==> config.mk <==
export PLATFORM = sky130hd
export DESIGN_NAME = accel_step_detector_top_flat
export DESIGN_NICKNAME = d
export VERILOG_FILES = /design/src/rtl/asd_pkg.sv /design/src/rtl/asd_if.sv /design/src/rtl/asd_regs.sv /design/src/rtl/asd_isqrt.sv /design/src/rtl/asd_cdiv.sv /design/src/rtl/accel_step_detector_top.sv /design/src/flat_wrapper.sv
export SDC_FILE = /design/constraint.sdc
export NUM_CORES = 2
export LEC_CHECK = 0
export BUFFER_PORTS_ARGS = -buffer_cell sky130_fd_sc_hd__buf_2
export CAP_MARGIN = 20
export CORE_MARGIN = 2
export CORE_UTILIZATION = 40
export DETAILED_ROUTE_END_ITERATION = 7
export RECOVER_POWER = 25
export SLEW_MARGIN = 25
export SYNTH_ARGS = -nofsm -noshare
export SYNTH_HDL_FRONTEND = slang
export SYNTH_HIERARCHICAL = 1
export SYNTH_SLANG_ARGS = --single-unit
==> constraint.sdc <==
create_clock -name clk -period 8 [get_ports clk]
set_input_delay 2.4 -clock clk [delete_from_list [all_inputs] [get_ports clk]]
set_output_delay 2.4 -clock clk [all_outputs]
set_load 0.01 [all_outputs]
==> src/rtl/asd_pkg.sv <==
// Package for the accelerometer step detector: field widths, register
// indexes, band codes, controller states and the configuration struct.
// No dependencies.
package asd_pkg;

  // Fixed field widths of the beats, registers and multiplier, and the Q10 shift
  localparam int unsigned AXIS_W   = 16;
  localparam int unsigned TIME_W   = 32;
  localparam int unsigned COUNT_W  = 16;
  localparam int unsigned MAG_W    = 16;
  localparam int unsigned BAND_W   = 2;
  localparam int unsigned RATIO_W  = 13;
  localparam int unsigned GAP_W    = 16;
  localparam int unsigned MUL_W    = 16;
  localparam int unsigned PROD_W   = 2 * MUL_W;
  localparam int unsigned Q10_SH   = 10;

  // APB register file
  localparam int unsigned ADDR_W   = 4;
  localparam int unsigned DATA_W   = 32;
  localparam logic [1:0] REG_UPPER = 2'd0;
  localparam logic [1:0] REG_LOWER = 2'd1;
  localparam logic [1:0] REG_GAP   = 2'd2;

  localparam logic [RATIO_W-1:0] UPPER_RESET = 13'd2048;
  localparam logic [RATIO_W-1:0] LOWER_RESET = 13'd102;
  localparam logic [GAP_W-1:0]   GAP_RESET   = 16'd400;

  // Starting contents of every window entry, milli-g
  localparam logic [MAG_W-1:0] WINDOW_INIT = 16'd1000;

  // Deviation classes
  localparam logic [BAND_W-1:0] BAND_SMALL = 2'd0;
  localparam logic [BAND_W-1:0] BAND_STEP  = 2'd1;
  localparam logic [BAND_W-1:0] BAND_LARGE = 2'd2;

  typedef enum logic [2:0] {
    ST_IDLE,
    ST_SQUARE,
    ST_ROOT_GO,
    ST_ROOT,
    ST_SCALE_HI,
    ST_SCALE_LO,
    ST_DECIDE
  } asd_state_t;

  typedef struct packed {
    logic [RATIO_W-1:0] upper_ratio;
    logic [RATIO_W-1:0] lower_ratio;
    logic [GAP_W-1:0]   min_gap;
  } cfg_t;

endpackage

==> src/rtl/asd_if.sv <==
// Valid/ready channel interfaces for the sample and result beats.
// Depends on asd_pkg for the field widths.
interface asd_in_if;
  logic                             valid;
  logic                             ready;
  logic signed [asd_pkg::AXIS_W-1:0] accel_x;
  logic signed [asd_pkg::AXIS_W-1:0] accel_y;
  logic signed [asd_pkg::AXIS_W-1:0] accel_z;
  logic [asd_pkg::TIME_W-1:0]        time_ms;

  modport source (output valid, accel_x, accel_y, accel_z, time_ms, input ready);
  modport sink   (input valid, accel_x, accel_y, accel_z, time_ms, output ready);
endinterface

interface asd_out_if;
  logic                        valid;
  logic                        ready;
  logic                        step_detected;
  logic [asd_pkg::COUNT_W-1:0] step_total;
  logic [asd_pkg::MAG_W-1:0]   magnitude;
  logic [asd_pkg::BAND_W-1:0]  band;

  modport source (output valid, step_detected, step_total, magnitude, band, input ready);
  modport sink   (input valid, step_detected, step_total, magnitude, band, output ready);
endinterface

==> src/rtl/asd_regs.sv <==
// APB register file holding the two deviation ratios and the step gap.
// Depends on asd_pkg for register indexes, reset values and cfg_t.
module asd_regs (
  input  logic                        clk,
  input  logic                        rst,
  input  logic                        psel,
  input  logic                        penable,
  input  logic                        pwrite,
  input  logic [asd_pkg::ADDR_W-1:0]  paddr,
  input  logic [asd_pkg::DATA_W-1:0]  pwdata,
  output logic [asd_pkg::DATA_W-1:0]  prdata,
  output logic                        pready,
  output asd_pkg::cfg_t               cfg
);

  logic [1:0] reg_idx;
  logic       wr_en;

  assign reg_idx = paddr[3:2];
  assign wr_en   = psel && penable && pwrite;
  assign pready  = 1'b1;

  // Write on the access cycle, ignore indexes beyond the list
  always_ff @(posedge clk) begin
    if (rst) begin
      cfg.upper_ratio <= asd_pkg::UPPER_RESET;
      cfg.lower_ratio <= asd_pkg::LOWER_RESET;
      cfg.min_gap     <= asd_pkg::GAP_RESET;
    end else if (wr_en) begin
      unique case (reg_idx)
        asd_pkg::REG_UPPER: cfg.upper_ratio <= pwdata[asd_pkg::RATIO_W-1:0];
        asd_pkg::REG_LOWER: cfg.lower_ratio <= pwdata[asd_pkg::RATIO_W-1:0];
        asd_pkg::REG_GAP:   cfg.min_gap     <= pwdata[asd_pkg::GAP_W-1:0];
        default: ;
      endcase
    end
  end

  // Read back
  always_comb begin
    unique case (reg_idx)
      asd_pkg::REG_UPPER: prdata = asd_pkg::DATA_W'(cfg.upper_ratio);
      asd_pkg::REG_LOWER: prdata = asd_pkg::DATA_W'(cfg.lower_ratio);
      asd_pkg::REG_GAP:   prdata = asd_pkg::DATA_W'(cfg.min_gap);
      default:            prdata = '0;
    endcase
  end

endmodule

==> src/rtl/asd_isqrt.sv <==
// Digit-serial integer square root: two radicand bits per cycle,
// one root bit per cycle. No package dependencies.
module asd_isqrt #(
  parameter int unsigned RW = 17
) (
  input  logic            clk,
  input  logic            rst,
  input  logic            start,
  input  logic [2*RW-1:0] radicand,
  output logic            busy,
  output logic [RW-1:0]   root
);

  localparam int unsigned CNT_W = $clog2(RW + 1);

  logic [2*RW-1:0]  rad;
  logic [RW:0]      rem;
  logic [CNT_W-1:0] cnt;
  logic [RW+2:0]    rem_sh;
  logic [RW+2:0]    trial;
  logic             fits;

  // Bring down the next radicand digit and try the next root bit
  assign rem_sh = {rem, rad[2*RW-1 -: 2]};
  assign trial  = {1'b0, root, 2'b01};
  assign fits   = rem_sh >= trial;

  always_ff @(posedge clk) begin
    if (rst) begin
      busy <= 1'b0;
      cnt  <= '0;
    end else if (start) begin
      busy <= 1'b1;
      cnt  <= CNT_W'(RW);
    end else if (busy) begin
      cnt <= cnt - 1'b1;
      if (cnt == CNT_W'(1)) begin
        busy <= 1'b0;
      end
    end
  end

  always_ff @(posedge clk) begin
    if (start) begin
      rad  <= radicand;
      rem  <= '0;
      root <= '0;
    end else if (busy) begin
      rad <= {rad[2*RW-3:0], 2'b00};
      if (fits) begin
        rem  <= (RW+1)'(rem_sh - trial);
        root <= {root[RW-2:0], 1'b1};
      end else begin
        rem  <= rem_sh[RW:0];
        root <= {root[RW-2:0], 1'b0};
      end
    end
  end

endmodule

==> src/rtl/asd_cdiv.sv <==
// Bit-serial restoring divider by a fixed divisor, one quotient bit
// per cycle; forms the window mean. No package dependencies.
module asd_cdiv #(
  parameter int unsigned NUM_W   = 20,
  parameter int unsigned DIVISOR = 10
) (
  input  logic             clk,
  input  logic             rst,
  input  logic             start,
  input  logic [NUM_W-1:0] dividend,
  output logic             busy,
  output logic [NUM_W-1:0] quotient
);

  localparam int unsigned REM_W = $clog2(DIVISOR) + 1;
  localparam int unsigned CNT_W = $clog2(NUM_W + 1);

  logic [REM_W-1:0] rem;
  logic [CNT_W-1:0] cnt;
  logic [REM_W:0]   rem_sh;
  logic             fits;

  // Shift in the next dividend bit; quotient bits fill from the bottom
  assign rem_sh = {rem, quotient[NUM_W-1]};
  assign fits   = rem_sh >= (REM_W+1)'(DIVISOR);

  always_ff @(posedge clk) begin
    if (rst) begin
      busy <= 1'b0;
      cnt  <= '0;
    end else if (start) begin
      busy <= 1'b1;
      cnt  <= CNT_W'(NUM_W);
    end else if (busy) begin
      cnt <= cnt - 1'b1;
      if (cnt == CNT_W'(1)) begin
        busy <= 1'b0;
      end
    end
  end

  always_ff @(posedge clk) begin
    if (start) begin
      quotient <= dividend;
      rem      <= '0;
    end else if (busy) begin
      if (fits) begin
        rem <= REM_W'(rem_sh - (REM_W+1)'(DIVISOR));
      end else begin
        rem <= rem_sh[REM_W-1:0];
      end
      quotient <= {quotient[NUM_W-2:0], fits};
    end
  end

endmodule

==> src/rtl/accel_step_detector_top.sv <==
// Flow: IDLE takes the sample beat and starts the mean divider, SQUARE sums the
// squares, ROOT_GO starts the bit-serial root, ROOT waits for root and divider,
// SCALE_HI and SCALE_LO make the ratio compares, DECIDE loads the result beat.
// One sample in flight; a waiting result stalls the next sample beat.
// Reset: synchronous; clears the controller, window valid bits (entries read as
// 1000), sum, slot, step state and output valid; data registers are not reset.
module accel_step_detector_top #(
  parameter int unsigned WINDOW      = 10,
  parameter int unsigned SAMPLE_BITS = 16
) (
  input  logic                        clk,
  input  logic                        rst,
  asd_in_if.sink                      sample,
  asd_out_if.source                   result,
  input  logic                        psel,
  input  logic                        penable,
  input  logic                        pwrite,
  input  logic [asd_pkg::ADDR_W-1:0]  paddr,
  input  logic [asd_pkg::DATA_W-1:0]  pwdata,
  output logic [asd_pkg::DATA_W-1:0]  prdata,
  output logic                        pready
);

  localparam int unsigned RW     = SAMPLE_BITS + 1;
  localparam int unsigned RAD_W  = 2 * RW;
  localparam int unsigned SLOT_W = $clog2(WINDOW);
  localparam int unsigned SUM_W  = asd_pkg::MAG_W + SLOT_W;
  localparam int unsigned CMP_W  = asd_pkg::PROD_W;

  asd_pkg::cfg_t      cfg;
  asd_pkg::asd_state_t state, state_next;

  // Sample capture
  logic [asd_pkg::AXIS_W-1:0] ax_r, ay_r, az_r;
  logic [asd_pkg::TIME_W-1:0] time_r;
  logic                       accept;
  logic                       in_ready_c;
  logic                       div_start, root_start, load;

  // Squaring and shared multiplier
  logic [1:0]                 sq_idx;
  logic [asd_pkg::AXIS_W-1:0] axis_sel;
  logic [SAMPLE_BITS-1:0]     axis_lo, axis_abs;
  logic [asd_pkg::MUL_W-1:0]  mul_a, mul_b;
  logic [asd_pkg::PROD_W-1:0] prod;
  logic [RAD_W-1:0]           acc;

  // Root, mean and deviation
  logic                       root_busy, div_busy;
  logic [RW-1:0]              root;
  logic [SUM_W-1:0]           quotient;
  logic [asd_pkg::MAG_W-1:0]  mag, mean, dev_c, dev;
  logic [CMP_W-1:0]           scaled;
  logic                       too_large, above_lower;
  logic [asd_pkg::BAND_W-1:0] band_c;

  // Window and step state
  logic [asd_pkg::MAG_W-1:0]  win_mem [WINDOW];
  logic [WINDOW-1:0]          win_valid;
  logic [asd_pkg::MAG_W-1:0]  old_word, old_val;
  logic                       old_valid;
  logic [SUM_W-1:0]           window_sum;
  logic [SLOT_W-1:0]          oldest_slot;
  logic [asd_pkg::TIME_W-1:0] last_step_time, elapsed;
  logic [asd_pkg::COUNT_W-1:0] step_count, step_count_next;
  logic                       hit;

  // Result register
  logic                        out_valid;
  logic                        out_det;
  logic [asd_pkg::COUNT_W-1:0] out_total;
  logic [asd_pkg::MAG_W-1:0]   out_mag;
  logic [asd_pkg::BAND_W-1:0]  out_band;

  asd_regs u_regs (
    .clk     (clk),
    .rst     (rst),
    .psel    (psel),
    .penable (penable),
    .pwrite  (pwrite),
    .paddr   (paddr),
    .pwdata  (pwdata),
    .prdata  (prdata),
    .pready  (pready),
    .cfg     (cfg)
  );

  asd_isqrt #(.RW(RW)) u_isqrt (
    .clk      (clk),
    .rst      (rst),
    .start    (root_start),
    .radicand (acc),
    .busy     (root_busy),
    .root     (root)
  );

  asd_cdiv #(.NUM_W(SUM_W), .DIVISOR(WINDOW)) u_cdiv (
    .clk      (clk),
    .rst      (rst),
    .start    (div_start),
    .dividend (window_sum),
    .busy     (div_busy),
    .quotient (quotient)
  );

  assign accept        = sample.valid && in_ready_c;
  assign sample.ready  = in_ready_c;

  // Controller state register
  always_ff @(posedge clk) begin
    if (rst) begin
      state <= asd_pkg::ST_IDLE;
    end else begin
      state <= state_next;
    end
  end

  // Next state and strobes
  always_comb begin
    state_next = state;
    in_ready_c = 1'b0;
    div_start  = 1'b0;
    root_start = 1'b0;
    load       = 1'b0;
    unique case (state)
      asd_pkg::ST_IDLE: begin
        in_ready_c = 1'b1;
        if (sample.valid) begin
          div_start  = 1'b1;
          state_next = asd_pkg::ST_SQUARE;
        end
      end
      asd_pkg::ST_SQUARE: begin
        if (sq_idx == 2'd3) begin
          state_next = asd_pkg::ST_ROOT_GO;
        end
      end
      asd_pkg::ST_ROOT_GO: begin
        root_start = 1'b1;
        state_next = asd_pkg::ST_ROOT;
      end
      asd_pkg::ST_ROOT: begin
        if (!root_busy && !div_busy) begin
          state_next = asd_pkg::ST_SCALE_HI;
        end
      end
      asd_pkg::ST_SCALE_HI: state_next = asd_pkg::ST_SCALE_LO;
      asd_pkg::ST_SCALE_LO: state_next = asd_pkg::ST_DECIDE;
      asd_pkg::ST_DECIDE: begin
        if (!out_valid || result.ready) begin
          load       = 1'b1;
          state_next = asd_pkg::ST_IDLE;
        end
      end
      default: state_next = asd_pkg::ST_IDLE;
    endcase
  end

  // Pick the axis to square and take its magnitude in SAMPLE_BITS bits
  always_comb begin
    case (sq_idx)
      2'd0:    axis_sel = ax_r;
      2'd1:    axis_sel = ay_r;
      default: axis_sel = az_r;
    endcase
  end

  assign axis_lo  = axis_sel[SAMPLE_BITS-1:0];
  assign axis_abs = axis_lo[SAMPLE_BITS-1] ? SAMPLE_BITS'(~axis_lo + 1'b1) : axis_lo;

  // Shared multiplier: squares first, then the two ratio products
  always_comb begin
    if (state == asd_pkg::ST_SQUARE) begin
      mul_a = asd_pkg::MUL_W'(axis_abs);
      mul_b = asd_pkg::MUL_W'(axis_abs);
    end else if (state == asd_pkg::ST_SCALE_HI) begin
      mul_a = asd_pkg::MUL_W'(cfg.upper_ratio);
      mul_b = mean;
    end else begin
      mul_a = asd_pkg::MUL_W'(cfg.lower_ratio);
      mul_b = mean;
    end
  end

  always_ff @(posedge clk) begin
    prod <= mul_a * mul_b;
  end

  // Capture the beat, step through the squares and accumulate them
  always_ff @(posedge clk) begin
    if (rst) begin
      sq_idx <= '0;
    end else if (accept) begin
      sq_idx <= '0;
    end else if (state == asd_pkg::ST_SQUARE) begin
      sq_idx <= sq_idx + 1'b1;
    end
  end

  always_ff @(posedge clk) begin
    if (accept) begin
      ax_r   <= sample.accel_x;
      ay_r   <= sample.accel_y;
      az_r   <= sample.accel_z;
      time_r <= sample.time_ms;
      acc    <= '0;
    end else if (state == asd_pkg::ST_SQUARE && sq_idx != 2'd0) begin
      acc <= acc + RAD_W'(prod);
    end
  end

  // Deviation from the mean and the two ratio compares
  assign mag    = asd_pkg::MAG_W'(root);
  assign mean   = asd_pkg::MAG_W'(quotient);
  assign dev_c  = (mag > mean) ? mag - mean : mean - mag;
  assign scaled = CMP_W'({dev, {asd_pkg::Q10_SH{1'b0}}});
  assign above_lower = scaled > prod;

  always_ff @(posedge clk) begin
    if (state == asd_pkg::ST_SCALE_HI) begin
      dev <= dev_c;
    end
    if (state == asd_pkg::ST_SCALE_LO) begin
      too_large <= scaled > prod;
    end
  end

  always_comb begin
    if (too_large) begin
      band_c = asd_pkg::BAND_LARGE;
    end else if (above_lower) begin
      band_c = asd_pkg::BAND_STEP;
    end else begin
      band_c = asd_pkg::BAND_SMALL;
    end
  end

  // Step gate on wrapping elapsed time
  assign elapsed         = time_r - last_step_time;
  assign hit             = (band_c == asd_pkg::BAND_STEP) &&
                           (elapsed > asd_pkg::TIME_W'(cfg.min_gap));
  assign step_count_next = hit ? step_count + 1'b1 : step_count;

  // Window memory: read the oldest entry at the beat, overwrite it at load
  always_ff @(posedge clk) begin
    if (accept) begin
      old_word <= win_mem[oldest_slot];
    end
    if (load) begin
      win_mem[oldest_slot] <= mag;
    end
  end

  always_ff @(posedge clk) begin
    if (accept) begin
      old_valid <= win_valid[oldest_slot];
    end
  end

  assign old_val = old_valid ? old_word : asd_pkg::WINDOW_INIT;

  // Running state, updated once per sample when the result loads
  always_ff @(posedge clk) begin
    if (rst) begin
      win_valid      <= '0;
      window_sum     <= SUM_W'(WINDOW * asd_pkg::WINDOW_INIT);
      oldest_slot    <= '0;
      last_step_time <= '0;
      step_count     <= '0;
    end else if (load) begin
      win_valid[oldest_slot] <= 1'b1;
      window_sum <= window_sum - SUM_W'(old_val) + SUM_W'(mag);
      if (oldest_slot == SLOT_W'(WINDOW - 1)) begin
        oldest_slot <= '0;
      end else begin
        oldest_slot <= oldest_slot + 1'b1;
      end
      if (hit) begin
        last_step_time <= time_r;
      end
      step_count <= step_count_next;
    end
  end

  // Output register: hold the beat until the sink takes it
  always_ff @(posedge clk) begin
    if (rst) begin
      out_valid <= 1'b0;
    end else if (load) begin
      out_valid <= 1'b1;
    end else if (result.ready) begin
      out_valid <= 1'b0;
    end
  end

  always_ff @(posedge clk) begin
    if (load) begin
      out_det   <= hit;
      out_total <= step_count_next;
      out_mag   <= mag;
      out_band  <= band_c;
    end
  end

  assign result.valid         = out_valid;
  assign result.step_detected = out_det;
  assign result.step_total    = out_total;
  assign result.magnitude     = out_mag;
  assign result.band          = out_band;

endmodule

==> src/flat_wrapper.sv <==
// flat-port wrapper written by rule: the top's interface ports become plain ports
module accel_step_detector_top_flat 
#(
  parameter int unsigned WINDOW      = 10,
  parameter int unsigned SAMPLE_BITS = 16
)
  (clk, rst, psel, penable, pwrite, paddr, pwdata, prdata, pready, sample_valid, sample_accel_x, sample_accel_y, sample_accel_z, sample_time_ms, sample_ready, result_valid, result_step_detected, result_step_total, result_magnitude, result_band, result_ready);
  asd_in_if sample_i ();
  asd_out_if result_i ();
  input  logic clk;
  input  logic rst;
  input  logic psel;
  input  logic penable;
  input  logic pwrite;
  input  logic [asd_pkg::ADDR_W-1:0] paddr;
  input  logic [asd_pkg::DATA_W-1:0] pwdata;
  output logic [asd_pkg::DATA_W-1:0] prdata;
  output logic pready;
  input wire logic [$bits(sample_i.valid)-1:0] sample_valid;
  input wire logic [$bits(sample_i.accel_x)-1:0] sample_accel_x;
  input wire logic [$bits(sample_i.accel_y)-1:0] sample_accel_y;
  input wire logic [$bits(sample_i.accel_z)-1:0] sample_accel_z;
  input wire logic [$bits(sample_i.time_ms)-1:0] sample_time_ms;
  output wire logic [$bits(sample_i.ready)-1:0] sample_ready;
  output wire logic [$bits(result_i.valid)-1:0] result_valid;
  output wire logic [$bits(result_i.step_detected)-1:0] result_step_detected;
  output wire logic [$bits(result_i.step_total)-1:0] result_step_total;
  output wire logic [$bits(result_i.magnitude)-1:0] result_magnitude;
  output wire logic [$bits(result_i.band)-1:0] result_band;
  input wire logic [$bits(result_i.ready)-1:0] result_ready;
  assign sample_i.valid = sample_valid;
  assign sample_i.accel_x = sample_accel_x;
  assign sample_i.accel_y = sample_accel_y;
  assign sample_i.accel_z = sample_accel_z;
  assign sample_i.time_ms = sample_time_ms;
  assign sample_ready = sample_i.ready;
  assign result_valid = result_i.valid;
  assign result_step_detected = result_i.step_detected;
  assign result_step_total = result_i.step_total;
  assign result_magnitude = result_i.magnitude;
  assign result_band = result_i.band;
  assign result_i.ready = result_ready;
  accel_step_detector_top #(.WINDOW(WINDOW), .SAMPLE_BITS(SAMPLE_BITS)) u_core (.clk(clk), .rst(rst), .sample(sample_i), .result(result_i), .psel(psel), .penable(penable), .pwrite(pwrite), .paddr(paddr), .pwdata(pwdata), .prdata(prdata), .pready(pready));
endmodule
## Yosys cells after proc, flatten, opt, wreduce, memory -nomap -nowiden

Memory sizes are Yosys's and may differ from the RTL's. A register that Yosys moved wholly into a read port is not among the register bits.
Cells that the tools add are included.

- Add/sub/neg operators: 14
- Multipliers: 1
- Magnitude comparators: 7
- Equal/unequal tests: 18
- Muxes and demuxes: 48
- Bitwise logic cells: 2
- Reductions and logical operators: 26

Operators with widths:

| operator | count |
|---|---|
| $mux W16 | 6 |
| $mux W34 | 2 |
| $pmux W16 S3 | 1 |
| $mux W20 | 2 |
| $add A34 B32 Y34 | 1 |
| $add A16 B1 Y16 const B | 2 |
| $gt A26 B32 Y1 | 1 |
| $gt A32 B16 Y1 | 1 |
| $mul A16 B16 Y32 | 1 |
| $pmux W16 S2 | 1 |
| $sub A16 B16 Y16 | 2 |
| $sub A32 B32 Y32 | 1 |
| $mux W5 | 5 |
| $pmux W3 S7 | 1 |
| $add A20 B16 Y20 | 1 |
| $ge A20 B19 Y1 | 1 |
| $mux W1 | 20 |
| $sub A20 B16 Y20 | 1 |
| $mux W18 | 1 |
| $sub A18 B18 Y18 | 1 |
| $gt A16 B16 Y1 | 1 |
| $not A16 Y16 | 1 |
| $mux W13 | 1 |
| $mux W3 | 4 |
| 30 further kinds | 57 |

- Flip-flop bits (word level): 435
- RAM bits: 160
- Memories: 1

Memory list:

| name | words | width | rd ports | clocked after Yosys merged registers in | write ports | line | source |
|---|---|---|---|---|---|---|---|
| u_core.win_mem | 10 | 16 | 1 | 1 | 1 | accel_step_detector_top.sv:58 | `logic [asd_pkg::MAG_W-1:0] win_mem [WINDOW];` |

## Logic depth before layout (Yosys ltp)

- Word-level depth: 7
- Gate-level depth with buffers: 38
- Depth with buffers taken out: 37

## Modules after synthesis

The synthesis kept the hierarchy.

Modules (own cells, without submodules):

| module | times used | cells an instance | area each (µm²) |
|---|---|---|---|
| accel_step_detector_top | 1 | 3200 | 32541.2 |
| asd_isqrt | 1 | 399 | 4140.2 |
| asd_regs | 1 | 235 | 2180.8 |
| asd_cdiv | 1 | 108 | 1412.6 |

## Least setup slack after synthesis

Ideal clock, no wire load.

- Path kind: register to register
- Start point: register u_core.sq_idx[0]
- End point: register u_core/prod[30] (netlist bit)
- Arrival time: 8.262 ns
- Setup slack: -0.334 ns
- Stages on the path, launching flop included: 35
- Path buffers: 3
- Period minus slack after synthesis: 8.334 ns
- Cell sequence: dfxtp_1 -> inv_1 -> ha_1 -> buf_2 -> nor2_1 -> buf_2 -> a21oi_1 -> ha_1 -> and3_1 -> or3_1 -> nand3_1 -> a21boi_0 -> clkbuf_1 -> nor2_1 -> fa_1 -> inv_1 -> fa_1 -> inv_1 -> fa_1 -> inv_1 -> fa_1 -> inv_1 -> fa_1 -> inv_1 -> fa_1 -> inv_1 -> ha_1 -> nand3_1 -> o31ai_1 -> a211oi_1 -> o41a_1 -> o31ai_1 -> nand2_1 -> a21boi_0 -> xor2_1

- Longest elaborated chain between the ends: 7

Ends and longest elaborated chain:

| item | line | source |
|---|---|---|
| start, declared | accel_step_detector_top.sv:41 | `logic [1:0] sq_idx;` |
| start signal, assigned | accel_step_detector_top.sv:196 | `sq_idx <= sq_idx + 1'b1;` |
| $eq A2 B1 Y1 / $logic_not A2 Y1 (equally long branches) | accel_step_detector_top.sv:161 | `case (sq_idx)` |
| $pmux W16 S2 * | accel_step_detector_top.sv:161 |  |
| $not A16 Y16 | accel_step_detector_top.sv:169 | `assign axis_abs = axis_lo[SAMPLE_BITS-1] ? SAMPLE_BITS'(~axis_lo + 1'b1) : axis_lo;` |
| $add A16 B1 Y16 | accel_step_detector_top.sv:169 |  |
| $mux W16 * | accel_step_detector_top.sv:169 |  |
| $mux W16 | accel_step_detector_top.sv:173 | `if (state == asd_pkg::ST_SQUARE) begin` |
| $mul A16 B16 Y32 * | accel_step_detector_top.sv:186 | `prod <= mul_a * mul_b;` |
| end signal, assigned | accel_step_detector_top.sv:186 |  |
| end, declared | accel_step_detector_top.sv:45 | `logic [asd_pkg::PROD_W-1:0] prod;` |

Mark *: on every way between the ends. The rest lies on a longest branch, timed or not.
A chain may end at the register's enable or synchronous reset.

## Final worst setup path

Same ends and word-level chain as after synthesis.

==> out/qor.txt <==
Register-to-register setup slack = 110 ps
CP max-delay cell = fa_1
RSZ-0062 raised after global routing = yes
Simple-gate share of the synthesized area = 12.6%
Slew headroom = 15.1%
H-tree Lvls = 3
R2r endpoint = u_core/prod[30]
1st-pass router iterations = 6
Rows = 116
Layout cells sized above 1 = 18.6%
Post-Synth Adder-Cell Area = 19.3%
Initial core utilization = 40.3%
Root Driver = clkbuf_16
Status = finished clean
Sequential cell area = 15900 um2
Synth unique cells = 102
Number of inserted diodes = 0
M1 WL = 48.0 mm
Fmax = 0.127 GHz
Worst reg2reg path depth = 35
Measured slew at the worst slew-check pin = 1270 ps
# IOs = 193
Crit start category = flop
Avg Vias per Cell = 5.26
Synth async-reset ratio = 0%
Post-synth EDFFs = 363
Largest net degree at the start of global routing = 95
Setup TNS = 0 ps
Max-slew violations = 0
Die area = 103000 um2
Multiplexer share of the synthesized area = 6.55%
Clock transition at the registers of the reported paths = 60 ps
Setup CP Type = flop to flop
Routed WL = 105 mm
Seq/Total Area, Yosys = 39.4%
Cell Count Post-Placement = 5471
Reg2Reg Launch Point = u_core/sq_idx[0]
Crit share post-route = 98.6%
WL/cell = 18.6 um
Deepest clock path buffer count = 3
Post-synthesis area per instance = 10.2 um2
Num Clock Sinks = 611
Min-Delay Path Class = flop to flop
Pwr/cell area = 364 nW/um2
Total power = 17100 uW
Main combinational cell family by area after synthesis = adder cells
Post-cts hold buffer count = 0
DPL Wire Length = 76.8 mm
Area Overhead vs Synth = 16.7%
Die width = 321 um
Post-DRT Antenna Nets = 0
Non-filler instance count after layout = 5621
Worst Setup End Kind = flop
Die H = 321 um
Max-cap violations = 0
Hold Path Depth = 1
Synth Area in Compound Gates = 12.6%
Initial antenna violation count = 1
Worst Path Buf+Inv = 8
Hold Path End = u_core/acc[33]
Area of the multi-input gates = 22600 um2
Worst-path fanout max = 7
Vias in the first global route = 28.6k
Setup violators final = 0
Post-Synth XOR/XNOR Area = 3.13%
Max layer used = met4
Met3 Wirelength = 5.16 mm
Critical path's top delay family = adder cells
Cts bufs inserted = 68
Top_reg_cell synth = edfxtp_1
Synthesized flop and latch total = 611
Iteration-0 DRC count of the detailed router = 2004
Final min period = 7890 ps
Maximum vdd ir drop = 0.762 mV
Later-pin clock latency in the skew report = 630 ps
Worst path arrival time = 8440 ps
First-pass GRT wire length = 162 mm
Top cell by count, worst path = fa_1
Syn. warnings = 6
Leak = 0.0194 uW
Met2 WL post-DR = 49.1 mm
DR DRC count = 0
Nets = 4883
Detailed-route via count = 29.6k
Post-Syn Area = 40300 um2
Hold wc startpoint = u_core/acc[33]
Core footprint = 100000 um2
Final Hold Viols = 0
Setup Skew = 43.9 ps
CTS tree = done
Cell count after synthesis = 3942
Fill cells = 9368
Critical Path Max Stage Delay = 570 ps
Grt ovf = 0
Total GRT Usage = 19.9%
Gpl congestion = 0.927
IO buf count = 157
Critical Path RT = 8540 ps
[repair_timing]
action                                  4_1_cts  5_1_grt
endpoints found under the hold margin         0        0
gates resized for setup                      35      131
endpoints found under the setup margin       13       15
pin swaps                                    12      109
setup buffers                                 4       21
[cell usage in the layout (no fill, tap or decap), types with 15 or more instances in the layout]
| master | synthesis | routed |
|---|---|---|
| buf_2 | 25 | 156 |
| buf_6 | 8 | 19 |
| nand4_1 | 23 | 23 |
| mux4_2 | 34 | 34 |
| nor2b_1 | 57 | 54 |
| conb_1 | 4 | 25 |
| and2_1 | 37 | 35 |
| o31ai_1 | 18 | 15 |
| nand3_1 | 75 | 72 |
| fa_1 | 214 | 204 |
| buf_4 | 20 | 216 |
| inv_1 | 452 | 434 |
| o21ai_0 | 164 | 156 |
| clkbuf_1 | 106 | 20 |
| xor2_1 | 49 | 48 |
| a21oi_1 | 260 | 243 |
| nor4_1 | 15 | 15 |
| clkbuf_16 | 0 | 70 |
| nand2_1 | 328 | 320 |
| o21bai_1 | 18 | 18 |
| mux2i_1 | 116 | 116 |
| mux2_2 | 55 | 55 |
| or3_1 | 22 | 21 |
| dfxtp_1 | 248 | 243 |
| nor2_1 | 277 | 265 |
| o21a_1 | 29 | 27 |
| a21oi_2 | 3 | 17 |
| clkinv_2 | 0 | 21 |
| a22o_1 | 16 | 16 |
| edfxtp_1 | 363 | 363 |
| inv_2 | 1 | 16 |
| nor3_1 | 53 | 49 |
| a31oi_1 | 28 | 25 |
| a21o_1 | 73 | 73 |
| o211ai_1 | 17 | 17 |
| nand2b_1 | 79 | 78 |
| a211oi_1 | 42 | 41 |
| ha_1 | 279 | 265 |
| and3_1 | 23 | 17 |
| xnor2_1 | 95 | 93 |
[Yosys cell counts, drive strengths merged (17+ instances only)]
master | n | area [um2]
a21o | 73 | 548
edfxtp | 363 | 10900
nand3 | 77 | 395
o21ai | 176 | 885
xnor2 | 95 | 832
fa | 214 | 4280
mux4 | 34 | 766
o31ai | 22 | 203
nor2 | 277 | 1040
and3 | 23 | 144
nand2b | 80 | 503
xor2 | 49 | 429
ha | 279 | 3490
a211oi | 43 | 335
clkbuf | 108 | 408
a31oi | 28 | 175
o21a | 29 | 218
buf | 71 | 433
nand4 | 24 | 156
mux2 | 63 | 709
inv | 453 | 1700
o211ai | 17 | 128
o21bai | 18 | 135
a21oi | 264 | 1340
or3 | 22 | 138
dfxtp | 248 | 4960
nor3 | 55 | 292
nor2b | 57 | 357
and2 | 38 | 239
mux2i | 116 | 1160
nand2 | 328 | 1230
[cell type report]
| type | count | share of cell area (%) |
|---|---|---|
| Multi-Input combinational cell | 2719 | 48.1 |
| Sequential cell | 611 | 33.8 |
| Timing Repair Buffer | 413 | 6.06 |
| Clock buffer | 81 | 3.90 |
| Inverter | 454 | 3.65 |
| Tap cell | 1298 | 3.46 |
| Clock inverter | 45 | 1.03 |
[metal layers]
| metal | global-route usage [%] | vias up |
|---|---|---|
| met3 | 2.77 | 155 |
| met4 | 4.50 | 0 |
| met1 | 28.1 | 14500 |
| met2 | 32.5 | 664 |
| met5 | 0 | - |
| li1 | - | 14300 |
[kinds of logic (layout without fill, tap and decap cells)]
logic type,after synthesis,in the layout
buf+inv,633,993
other cells,4,25
flops,611,611
fa+ha+maj,493,493
xor+xnor,144,144
simple gates,1057,1057
mux,213,213
compound gates,787,787
[registers in the layout, summed over array words and instances (netlist names), 20 cells and up]
| register | count |
|---|---|
| u_core/u_isqrt/rad | 34 |
| u_core/last_step_time | 32 |
| u_core/time_r | 32 |
| u_core/win_mem | 160 |
| u_core/prod | 32 |
| u_core/window_sum | 20 |
| u_core/u_regs/cfg | 42 |
| u_core/acc | 34 |
| u_core/u_cdiv/quotient | 20 |
[power breakdown]
part           leakage (uW)  internal [uW]  switching [uW]  total [uW]
logic                0.0128           4950            5190       10100
registers           0.00547           3600             157        3750
clock network       0.00114           1860            1360        3220
[worst max-delay path by stage]
stage / from / endpoint / cells after the start
after detailed placement: u_core/sq_idx[0] / u_core/prod[30] / 35
after floorplan: u_core/sq_idx[0] / u_core/prod[30] / 36
final: u_core/sq_idx[0] / u_core/prod[30] / 35
after global placement: u_core/sq_idx[0] / u_core/prod[30] / 35
after CTS: u_core/sq_idx[1] / u_core/prod[26] / 35
after global routing: u_core/sq_idx[0] / u_core/prod[30] / 40
[through the flow]
step                worst slack [ps]  hold WS, ps  area (um2)  util [%]
floorplan                       6.28          427       40400         -
global placement                -400          447       43800      43.8
detailed placement              -477          454       43800      43.8
CTS                            0.933          468       46300      46.3
global route                    -249          491       47000      47.0
finish                           109          466       47000      47.0
No activity file was read; power rests on OpenSTA's default activity.
